[config.mk]
export PLATFORM = sky130hd
export DESIGN_NAME = motor_encoder_feedback_tracker_flat
export DESIGN_NICKNAME = d
export VERILOG_FILES = /design/src/rtl/met_pkg.sv /design/src/rtl/met_if.sv /design/src/rtl/met_cfg_regs.sv /design/src/rtl/met_track.sv /design/src/rtl/motor_encoder_feedback_tracker.sv /design/src/flat_wrapper.sv
export SDC_FILE = /design/constraint.sdc
export NUM_CORES = 2
export LEC_CHECK = 0
export BUFFER_PORTS_ARGS = -buffer_cell sky130_fd_sc_hd__buf_2
export CAP_MARGIN = 30
export CORE_MARGIN = 3
export CORE_UTILIZATION = 60
export CTS_CLUSTER_DIAMETER = 50
export DETAILED_ROUTE_END_ITERATION = 10
export PLACE_DENSITY = 0.78
export SLEW_MARGIN = 20
export SYNTH_ARGS = -nofsm -noshare
export SYNTH_HDL_FRONTEND = slang
export SYNTH_SLANG_ARGS = --single-unit
[constraint.sdc]
create_clock -name clk_i -period 24.2 [get_ports clk_i]
set_input_delay 1.21 -clock clk_i [delete_from_list [all_inputs] [get_ports clk_i]]
set_output_delay 1.21 -clock clk_i [all_outputs]
set_load 0.02 [all_outputs]
[src/rtl/met_pkg.sv]
// ----------------------------------------------------------------------------
// met_pkg: shared types and constants of the motor encoder feedback tracker
// Widths of the frame and result fields, register indexes, config bundle.
// ----------------------------------------------------------------------------
package met_pkg;

  localparam int unsigned MOTORS          = 8;
  localparam int unsigned IDX_W           = $clog2(MOTORS);
  localparam int unsigned ANGLE_W         = 13;
  localparam int unsigned COUNTS_PER_TURN = 1 << ANGLE_W;
  localparam int unsigned HALF_TURN       = COUNTS_PER_TURN / 2;
  localparam int unsigned ID_W            = 11;
  localparam int unsigned CNT_W           = 4;
  localparam int unsigned FRAMES_W        = 8;
  localparam int unsigned REV_W           = 32;
  localparam int unsigned SPEED_W         = 16;
  localparam int unsigned CURR_W          = 16;
  localparam int unsigned TEMP_W          = 8;
  localparam int unsigned CFG_IDX_W       = 2;
  localparam int unsigned CFG_DATA_W      = 11;

  localparam logic [ID_W-1:0]     BASE_ID_RST       = 11'd513;
  localparam logic [CNT_W-1:0]    MOTOR_COUNT_RST   = 4'd7;
  localparam logic [FRAMES_W-1:0] OFFSET_FRAMES_RST = 8'd50;
  localparam logic [CNT_W-1:0]    MOTORS_LIMIT      = CNT_W'(MOTORS);

  typedef enum logic [CFG_IDX_W-1:0] {
    REG_BASE_ID       = 2'd0,
    REG_MOTOR_COUNT   = 2'd1,
    REG_OFFSET_FRAMES = 2'd2
  } met_reg_e;

  typedef struct packed {
    logic [ID_W-1:0]     base_id;
    logic [CNT_W-1:0]    motor_count;
    logic [FRAMES_W-1:0] offset_frames;
  } met_cfg_t;

  typedef struct packed {
    logic [ID_W-1:0]           frame_id;
    logic [ANGLE_W-1:0]        encoder_angle;
    logic signed [SPEED_W-1:0] motor_speed;
    logic signed [CURR_W-1:0]  motor_current;
    logic [TEMP_W-1:0]         temperature;
  } met_frame_t;

  typedef struct packed {
    logic                      accepted;
    logic [IDX_W-1:0]          motor_index;
    logic                      calibrating;
    logic [ANGLE_W-1:0]        angle_out;
    logic signed [REV_W-1:0]   revolutions;
    logic signed [REV_W-1:0]   position_out;
    logic signed [SPEED_W-1:0] speed_out;
    logic signed [CURR_W-1:0]  current_out;
    logic [TEMP_W-1:0]         temperature_out;
  } met_result_t;

endpackage

[src/rtl/met_if.sv]
// ----------------------------------------------------------------------------
// met interfaces: feedback frame, result and configuration channels
// Valid/ready channels; a beat moves at a clock edge with valid and ready high.
// ----------------------------------------------------------------------------
interface met_in_if;
  logic                               valid;
  logic                               ready;
  logic [met_pkg::ID_W-1:0]           frame_id;
  logic [met_pkg::ANGLE_W-1:0]        encoder_angle;
  logic signed [met_pkg::SPEED_W-1:0] motor_speed;
  logic signed [met_pkg::CURR_W-1:0]  motor_current;
  logic [met_pkg::TEMP_W-1:0]         temperature;

  modport source (output valid, frame_id, encoder_angle, motor_speed, motor_current,
                  temperature, input ready);
  modport sink (input valid, frame_id, encoder_angle, motor_speed, motor_current,
                temperature, output ready);
endinterface

interface met_out_if;
  logic                               valid;
  logic                               ready;
  logic                               accepted;
  logic [met_pkg::IDX_W-1:0]          motor_index;
  logic                               calibrating;
  logic [met_pkg::ANGLE_W-1:0]        angle_out;
  logic signed [met_pkg::REV_W-1:0]   revolutions;
  logic signed [met_pkg::REV_W-1:0]   position_out;
  logic signed [met_pkg::SPEED_W-1:0] speed_out;
  logic signed [met_pkg::CURR_W-1:0]  current_out;
  logic [met_pkg::TEMP_W-1:0]         temperature_out;

  modport source (output valid, accepted, motor_index, calibrating, angle_out, revolutions,
                  position_out, speed_out, current_out, temperature_out, input ready);
  modport sink (input valid, accepted, motor_index, calibrating, angle_out, revolutions,
                position_out, speed_out, current_out, temperature_out, output ready);
endinterface

interface met_cfg_if;
  logic                               valid;
  logic                               ready;
  logic [met_pkg::CFG_IDX_W-1:0]      index;
  logic [met_pkg::CFG_DATA_W-1:0]     data;

  modport source (output valid, index, data, input ready);
  modport sink (input valid, index, data, output ready);
endinterface

[src/rtl/met_cfg_regs.sv]
// ----------------------------------------------------------------------------
// met_cfg_regs: configuration register file
// Holds base id, motor count and offset frame count; always ready.
// ----------------------------------------------------------------------------
module met_cfg_regs (
  input  logic             clk_i,
  input  logic             rst_ni,
  met_cfg_if.sink          cfg_i,
  output met_pkg::met_cfg_t cfg_o
);

  met_pkg::met_cfg_t cfg_q, cfg_d;

  assign cfg_i.ready = 1'b1;
  assign cfg_o       = cfg_q;

  always_comb begin
    cfg_d = cfg_q;
    if (cfg_i.valid) begin
      case (cfg_i.index)
        met_pkg::REG_BASE_ID:       cfg_d.base_id = cfg_i.data[met_pkg::ID_W-1:0];
        met_pkg::REG_MOTOR_COUNT:   cfg_d.motor_count = cfg_i.data[met_pkg::CNT_W-1:0];
        met_pkg::REG_OFFSET_FRAMES: cfg_d.offset_frames = cfg_i.data[met_pkg::FRAMES_W-1:0];
        default:                    cfg_d = cfg_q;
      endcase
    end
  end

  always_ff @(posedge clk_i or negedge rst_ni) begin
    if (!rst_ni) begin
      cfg_q.base_id       <= met_pkg::BASE_ID_RST;
      cfg_q.motor_count   <= met_pkg::MOTOR_COUNT_RST;
      cfg_q.offset_frames <= met_pkg::OFFSET_FRAMES_RST;
    end else begin
      cfg_q <= cfg_d;
    end
  end

endmodule

[src/rtl/met_track.sv]
// ----------------------------------------------------------------------------
// met_track: per-motor state and single-pass update
// Decodes the motor entry, computes the result and commits the entry on upd_i.
// ----------------------------------------------------------------------------
module met_track (
  input  logic                 clk_i,
  input  logic                 rst_ni,
  input  logic                 upd_i,
  input  met_pkg::met_cfg_t    cfg_i,
  input  met_pkg::met_frame_t  frame_i,
  output met_pkg::met_result_t res_o
);

  localparam int unsigned DIFF_W = met_pkg::ANGLE_W + 1;
  localparam int unsigned SHL_W  = met_pkg::REV_W - met_pkg::ANGLE_W;

  logic [met_pkg::ANGLE_W-1:0]  angle_q  [met_pkg::MOTORS];
  logic [met_pkg::ANGLE_W-1:0]  offset_q [met_pkg::MOTORS];
  logic [met_pkg::REV_W-1:0]    turn_q   [met_pkg::MOTORS];
  logic [met_pkg::REV_W-1:0]    pos_q    [met_pkg::MOTORS];
  logic [met_pkg::FRAMES_W-1:0] fcnt_q   [met_pkg::MOTORS];

  logic [met_pkg::CNT_W-1:0]    limit;
  logic [met_pkg::ID_W-1:0]     rel_id;
  logic                         hit;
  logic [met_pkg::IDX_W-1:0]    idx;
  logic                         calib;
  logic signed [DIFF_W-1:0]     diff;
  logic [met_pkg::REV_W-1:0]    turn_new;
  logic [met_pkg::REV_W-1:0]    pos_new;
  logic [met_pkg::ANGLE_W-1:0]  ang;

  always_comb begin
    limit  = (cfg_i.motor_count > met_pkg::MOTORS_LIMIT) ? met_pkg::MOTORS_LIMIT
                                                         : cfg_i.motor_count;
    rel_id = frame_i.frame_id - cfg_i.base_id;
    hit    = (frame_i.frame_id >= cfg_i.base_id) &&
             (rel_id < {{(met_pkg::ID_W-met_pkg::CNT_W){1'b0}}, limit});
    idx    = rel_id[met_pkg::IDX_W-1:0];
    ang    = frame_i.encoder_angle;
    calib  = fcnt_q[idx] <= cfg_i.offset_frames;
    diff   = $signed({1'b0, ang}) - $signed({1'b0, angle_q[idx]});
    if (diff > $signed(DIFF_W'(met_pkg::HALF_TURN))) begin
      turn_new = turn_q[idx] - 32'd1;
    end else if (diff < -$signed(DIFF_W'(met_pkg::HALF_TURN))) begin
      turn_new = turn_q[idx] + 32'd1;
    end else begin
      turn_new = turn_q[idx];
    end
    pos_new = {turn_new[SHL_W-1:0], {met_pkg::ANGLE_W{1'b0}}}
              + {{SHL_W{1'b0}}, ang} - {{SHL_W{1'b0}}, offset_q[idx]};

    res_o = '0;
    if (hit) begin
      res_o.accepted        = 1'b1;
      res_o.motor_index     = idx;
      res_o.calibrating     = calib;
      res_o.angle_out       = ang;
      res_o.revolutions     = calib ? turn_q[idx] : turn_new;
      res_o.position_out    = calib ? pos_q[idx] : pos_new;
      res_o.speed_out       = frame_i.motor_speed;
      res_o.current_out     = frame_i.motor_current;
      res_o.temperature_out = frame_i.temperature;
    end
  end

  always_ff @(posedge clk_i or negedge rst_ni) begin
    if (!rst_ni) begin
      for (int i = 0; i < met_pkg::MOTORS; i++) begin
        angle_q[i]  <= '0;
        offset_q[i] <= '0;
        turn_q[i]   <= '0;
        pos_q[i]    <= '0;
        fcnt_q[i]   <= '0;
      end
    end else if (upd_i && hit) begin
      angle_q[idx] <= ang;
      if (fcnt_q[idx] != {met_pkg::FRAMES_W{1'b1}}) begin
        fcnt_q[idx] <= fcnt_q[idx] + 8'd1;
      end
      if (calib) begin
        offset_q[idx] <= ang;
      end else begin
        turn_q[idx] <= turn_new;
        pos_q[idx]  <= pos_new;
      end
    end
  end

endmodule

[src/rtl/motor_encoder_feedback_tracker.sv]
// ----------------------------------------------------------------------------
// motor_encoder_feedback_tracker: multi-turn position tracking for 8 motors
// Path: each input beat passes the input register, then the result register.
// Throughput: one frame per cycle while the result channel is not stalled; the
// per-motor read-modify-write is combinational between the two registers.
// Reset: all per-motor state clears to zero, registers return to defaults.
// ----------------------------------------------------------------------------
module motor_encoder_feedback_tracker (
  input  logic      clk_i,
  input  logic      rst_ni,
  met_cfg_if.sink   cfg_i,
  met_in_if.sink    in_i,
  met_out_if.source out_o
);

  met_pkg::met_cfg_t    cfg;
  met_pkg::met_frame_t  frame_d, frame_q;
  met_pkg::met_result_t res, res_q;

  logic s1_valid_q, s1_valid_d;
  logic out_valid_q, out_valid_d;
  logic out_adv;   // result register free or draining this cycle
  logic s1_adv;    // input register moves into the result register
  logic in_fire;

  met_cfg_regs u_cfg (
    .clk_i  (clk_i),
    .rst_ni (rst_ni),
    .cfg_i  (cfg_i),
    .cfg_o  (cfg)
  );

  // Per-motor state commits exactly when its frame advances to the output.
  met_track u_track (
    .clk_i   (clk_i),
    .rst_ni  (rst_ni),
    .upd_i   (s1_adv),
    .cfg_i   (cfg),
    .frame_i (frame_q),
    .res_o   (res)
  );

  assign out_adv    = !out_valid_q || out_o.ready;
  assign s1_adv     = s1_valid_q && out_adv;
  assign in_i.ready = !s1_valid_q || out_adv;
  assign in_fire    = in_i.valid && in_i.ready;

  always_comb begin
    frame_d.frame_id      = in_i.frame_id;
    frame_d.encoder_angle = in_i.encoder_angle;
    frame_d.motor_speed   = in_i.motor_speed;
    frame_d.motor_current = in_i.motor_current;
    frame_d.temperature   = in_i.temperature;
  end

  // Hold the input beat until the result register can take it.
  always_comb begin
    if (in_fire) begin
      s1_valid_d = 1'b1;
    end else if (s1_adv) begin
      s1_valid_d = 1'b0;
    end else begin
      s1_valid_d = s1_valid_q;
    end
    out_valid_d = out_adv ? s1_valid_q : out_valid_q;
  end

  always_ff @(posedge clk_i or negedge rst_ni) begin
    if (!rst_ni) begin
      s1_valid_q  <= 1'b0;
      out_valid_q <= 1'b0;
    end else begin
      s1_valid_q  <= s1_valid_d;
      out_valid_q <= out_valid_d;
    end
  end

  // Payload registers: no reset needed.
  always_ff @(posedge clk_i) begin
    if (in_fire) begin
      frame_q <= frame_d;
    end
    if (s1_adv) begin
      res_q <= res;
    end
  end

  assign out_o.valid           = out_valid_q;
  assign out_o.accepted        = res_q.accepted;
  assign out_o.motor_index     = res_q.motor_index;
  assign out_o.calibrating     = res_q.calibrating;
  assign out_o.angle_out       = res_q.angle_out;
  assign out_o.revolutions     = res_q.revolutions;
  assign out_o.position_out    = res_q.position_out;
  assign out_o.speed_out       = res_q.speed_out;
  assign out_o.current_out     = res_q.current_out;
  assign out_o.temperature_out = res_q.temperature_out;

endmodule

[src/flat_wrapper.sv]
// flat-port wrapper written by rule: the top's interface ports become plain ports
module motor_encoder_feedback_tracker_flat 
  (clk_i, rst_ni, cfg_i_valid, cfg_i_index, cfg_i_data, cfg_i_ready, in_i_valid, in_i_frame_id, in_i_encoder_angle, in_i_motor_speed, in_i_motor_current, in_i_temperature, in_i_ready, out_o_valid, out_o_accepted, out_o_motor_index, out_o_calibrating, out_o_angle_out, out_o_revolutions, out_o_position_out, out_o_speed_out, out_o_current_out, out_o_temperature_out, out_o_ready);
  met_cfg_if cfg_i_i ();
  met_in_if in_i_i ();
  met_out_if out_o_i ();
  input  logic clk_i;
  input  logic rst_ni;
  input wire logic [$bits(cfg_i_i.valid)-1:0] cfg_i_valid;
  input wire logic [$bits(cfg_i_i.index)-1:0] cfg_i_index;
  input wire logic [$bits(cfg_i_i.data)-1:0] cfg_i_data;
  output wire logic [$bits(cfg_i_i.ready)-1:0] cfg_i_ready;
  input wire logic [$bits(in_i_i.valid)-1:0] in_i_valid;
  input wire logic [$bits(in_i_i.frame_id)-1:0] in_i_frame_id;
  input wire logic [$bits(in_i_i.encoder_angle)-1:0] in_i_encoder_angle;
  input wire logic [$bits(in_i_i.motor_speed)-1:0] in_i_motor_speed;
  input wire logic [$bits(in_i_i.motor_current)-1:0] in_i_motor_current;
  input wire logic [$bits(in_i_i.temperature)-1:0] in_i_temperature;
  output wire logic [$bits(in_i_i.ready)-1:0] in_i_ready;
  output wire logic [$bits(out_o_i.valid)-1:0] out_o_valid;
  output wire logic [$bits(out_o_i.accepted)-1:0] out_o_accepted;
  output wire logic [$bits(out_o_i.motor_index)-1:0] out_o_motor_index;
  output wire logic [$bits(out_o_i.calibrating)-1:0] out_o_calibrating;
  output wire logic [$bits(out_o_i.angle_out)-1:0] out_o_angle_out;
  output wire logic [$bits(out_o_i.revolutions)-1:0] out_o_revolutions;
  output wire logic [$bits(out_o_i.position_out)-1:0] out_o_position_out;
  output wire logic [$bits(out_o_i.speed_out)-1:0] out_o_speed_out;
  output wire logic [$bits(out_o_i.current_out)-1:0] out_o_current_out;
  output wire logic [$bits(out_o_i.temperature_out)-1:0] out_o_temperature_out;
  input wire logic [$bits(out_o_i.ready)-1:0] out_o_ready;
  assign cfg_i_i.valid = cfg_i_valid;
  assign cfg_i_i.index = cfg_i_index;
  assign cfg_i_i.data = cfg_i_data;
  assign cfg_i_ready = cfg_i_i.ready;
  assign in_i_i.valid = in_i_valid;
  assign in_i_i.frame_id = in_i_frame_id;
  assign in_i_i.encoder_angle = in_i_encoder_angle;
  assign in_i_i.motor_speed = in_i_motor_speed;
  assign in_i_i.motor_current = in_i_motor_current;
  assign in_i_i.temperature = in_i_temperature;
  assign in_i_ready = in_i_i.ready;
  assign out_o_valid = out_o_i.valid;
  assign out_o_accepted = out_o_i.accepted;
  assign out_o_motor_index = out_o_i.motor_index;
  assign out_o_calibrating = out_o_i.calibrating;
  assign out_o_angle_out = out_o_i.angle_out;
  assign out_o_revolutions = out_o_i.revolutions;
  assign out_o_position_out = out_o_i.position_out;
  assign out_o_speed_out = out_o_i.speed_out;
  assign out_o_current_out = out_o_i.current_out;
  assign out_o_temperature_out = out_o_i.temperature_out;
  assign out_o_i.ready = out_o_ready;
  motor_encoder_feedback_tracker u_core (.clk_i(clk_i), .rst_ni(rst_ni), .cfg_i(cfg_i_i), .in_i(in_i_i), .out_o(out_o_i));
endmodule
==> impl_metrics.csv <==
group,metric,value,unit
power_and_ir_drop,power_per_cell_area,90.7,nW/µm²
critical_path,path_max_fanout,61,
cells_and_area,final_cell_mix,"dfrtp_1 (801), nand2_1 (707), o21ai_0 (558)",
floorplan,start_util,0.609,
synth,synth.ff_latch_count,995,
sta,hold_viol,0,
clock_tree,clock_latency,690,ps
global_route,grt_pass1_wl,193,mm
synth,ys_warn_count,0,
clock_tree,cts_sinks,995,
synth,netlist_instances,4067,
detailed_routing,wl_per_cell,23.6,µm
placed_design,port_buffers,205,
floorplan,coreArea,73300,µm²
sta,finalSetupViolCount,0,
sta,fin_crit,10210,ps
cells_and_area,fin_nets,4317,
sta,fmax,0.0979,GHz
clock_tree,cts_resized,0,
synth,syn_area,44700,µm²
sta,skew,34.3,ps
global_route,grt.total_usage,0.316,
global_route,grt_max_degree,179,
clock_tree,ctsHoldBuffers,0,
floorplan,die_x,279,µm
power_and_ir_drop,ir_drop,0.0696,mV
clock_tree,path_clk_slew,60,ps
critical_path,critical_path_required,24590,ps
critical_path,cp-start-kind,"flip-flop",
floorplan,die_h,279,µm
detailed_routing,via_per_inst,6.41,
cells_and_area,layout_commonest_cell,"dfrtp_1",
floorplan,ioPinCount,207,
synth,synth_fp_nets,4203,
sta,finalCritPeriodShare,0.422,
critical_path,cp.arrival,10600,ps
clock_tree,cts_made_buffers,111,
sta,rsz0062_at_grt,"no",
placed_design,dp_hpwl,71.7,mm
floorplan,rows,99,
detailed_routing,drc,0,
detailed_routing,drtIter0Drc,3207,
synth,ys_seq_area_frac,0.579,
clock_tree,cts_max_level,3,
cells_and_area,antenna_cells,0,
clock_tree,cts_tree,"built",
sta,setup_tns,0,ps
clock_tree,cts_root_buf,"clkbuf_16",
critical_path,endpoint_kind,"flip-flop",
synth,ys.flop_type,"dfrtp_1",
run,cap_violations,0,
floorplan,die_area,77700,µm²
placed_design,gp_congestion,0.893,
detailed_routing,postRouteAntennaNets,0,
synth,synth.distinct_cells,94,
synth,synth_edf_count,186,
sta,timing.final.max_slew_violations,0,
power_and_ir_drop,p_total,4.61,mW
cells_and_area,area_growth,13.7,%
detailed_routing,wl,123,mm
sta,worstMarginPinSlew,1070,ps
detailed_routing,num_vias,33590,
clock_tree,clk_path_buf_depth,3,
worst_hold_path,hold_class,"reg2reg",
power_and_ir_drop,p_leak,22.5,nW
detailed_routing,dr.pass1.iters,6,
global_route,antenna_found_initial,0,
global_route,grt_pass1_vias,33473,
outcome,status,"finished clean",
synth,synthArstFlopShare,0.813,
clock_tree,post_cts_buffers,0,
cells_and_area,drive_gt1_frac,0.198,
synth,avgSynthCellArea,11.0,µm²
critical_path,crit_type,"reg2reg",
sta,slew-limit-headroom,0.282,
global_route,overflow,0,
## critical path: stages (launching register included)
cell       delay, ps
dfstp_2          550
ha_4             130
inv_1             40
fa_4             850
buf_4            690
nand2_1          610
nor2_4           660
buf_4            760
a22oi_1          210
and3_1           230
ha_1             420
a21oi_1          290
a211oi_1         110
a41oi_1          250
o221ai_1         200
nand4bb_1        470
o21ai_2          860
o31ai_1          260
xnor2_1          780
and4_1           490
nand2_1          130
nor2_1           140
xor2_1           580
a211oi_1         160
## kinds of logic (layout without fill, tap and decap cells)
group,Yosys count,count (layout),share of synthesized area
xor gates and xnor gates,88,88,0.0184
and+or+nand+nor,1182,1182,0.118
adders and majority gates,54,54,0.0156
buffers and inverters,339,551,0.0305
AOI/OAI and AO/OA,1078,1078,0.149
muxes,330,330,0.0892
other,1,1,0.0000840
DFF,995,995,0.579
## through the flow
step            util  hold slack [ps]  area [µm²]  setup WS, ps  std cells
2_1_floorplan      -              442       44700         16440       4067
4_1_cts        0.689              476       50500         14160       5228
3_3_place_gp   0.634              455       46500         14400       5014
6_report       0.692              477       50800         13990       5238
5_1_grt        0.692              496       50800         13500       5238
3_5_place_dp   0.635              463       46600         14210       5017
## registers in the layout (all words and copies together) (netlist names)
signal and cells:
u_core.u_track.turn_q 256, u_core.out_o.position_out 32, u_core.out_o.accepted 1, u_core.u_track.angle_q 104, u_core.out_o.calibrating 1, u_core.out_o.speed_out 16
u_core.s1_valid_q 1, u_core.out_o.temperature_out 8, u_core.out_o.motor_index 3, u_core.u_track.pos_q 256, u_core.out_o.valid 1, u_core.frame_q 64
u_core.out_o.angle_out 13, u_core.u_track.offset_q 104, u_core.out_o.current_out 16, u_core.out_o.revolutions 32, u_core.u_track.fcnt_q 64, u_core.u_cfg.cfg_o 23
## path summary, 6_finish.rpt
check	start	to	slack (ps)	cells after the start
max in group asynchronous	rst_ni	u_core.u_track.fcnt_q[18]	20640	6
hold / removal	u_core.u_track.turn_q[59]	u_core.u_track.turn_q[59]	480	2
setup reg to reg	u_core.u_cfg.cfg_o[12]	u_core.out_o.position_out[23]	13990	23
hold reg to reg	u_core.u_track.turn_q[59]	u_core.u_track.turn_q[59]	480	2
min in group asynchronous	rst_ni	u_core.u_track.pos_q[136]	590	1
setup / recovery	u_core.u_cfg.cfg_o[12]	u_core.out_o.position_out[23]	13990	23
## area by class of cell
type	instances	area, µm²
Inverter	55	214
Timing Repair Buffer	285	1850
Sequential cell	995	25800
Clock buffer	143	3140
Tap cell	959	1200
Multi-Input combinational cell	2733	17700
Clock inverter	68	855
Fill cell	5266	22600
## cell usage after synthesis (12+ instances only)
cell type  instances  share of area
a21o_1            14         0.0024
a22o_1            36         0.0071
ha_1              51          0.014
inv_1             51         0.0043
o21ai_0          559          0.063
a21oi_1           65         0.0073
and3_1            43         0.0060
a221oi_1          47         0.0092
o21ai_1           17         0.0019
xnor2_1           49         0.0096
a22oi_1          155          0.026
nand2b_1          16         0.0022
dfrtp_1          801           0.45
mux2i_1           31         0.0069
nand4_1           19         0.0027
and2_1            59         0.0083
nand3_1           71         0.0080
clkbuf_1         227          0.019
mux2_2           271          0.068
nand3b_1          14         0.0024
nand2_1          715          0.060
mux4_2            27          0.014
a211oi_1          51         0.0086
and4_1            12         0.0024
edfxtp_1         186           0.13
xor2_1            32         0.0063
nor3_1            41         0.0046
nor2_1           131          0.011
buf_2             20         0.0022
a31oi_1           16         0.0022
o22ai_1           34         0.0048
buf_1             23         0.0019
## metal layers
layer	up-vias	track usage	wire, µm
met5	-	0	0
met4	0	0.114	4340
met3	308	0.0538	10300
met2	1636	0.511	58800
met1	16817	0.437	49900
li1	14829	-	-
## where the power goes
| group | switching (mW) | total [mW] | internal [mW] |
|---|---|---|---|
| Sequential | 0.0151 | 1.76 | 1.75 |
| Combinational | 0.775 | 1.05 | 0.271 |
| Clock | 0.722 | 1.80 | 1.08 |
Power figures use the tool's default switching activity.
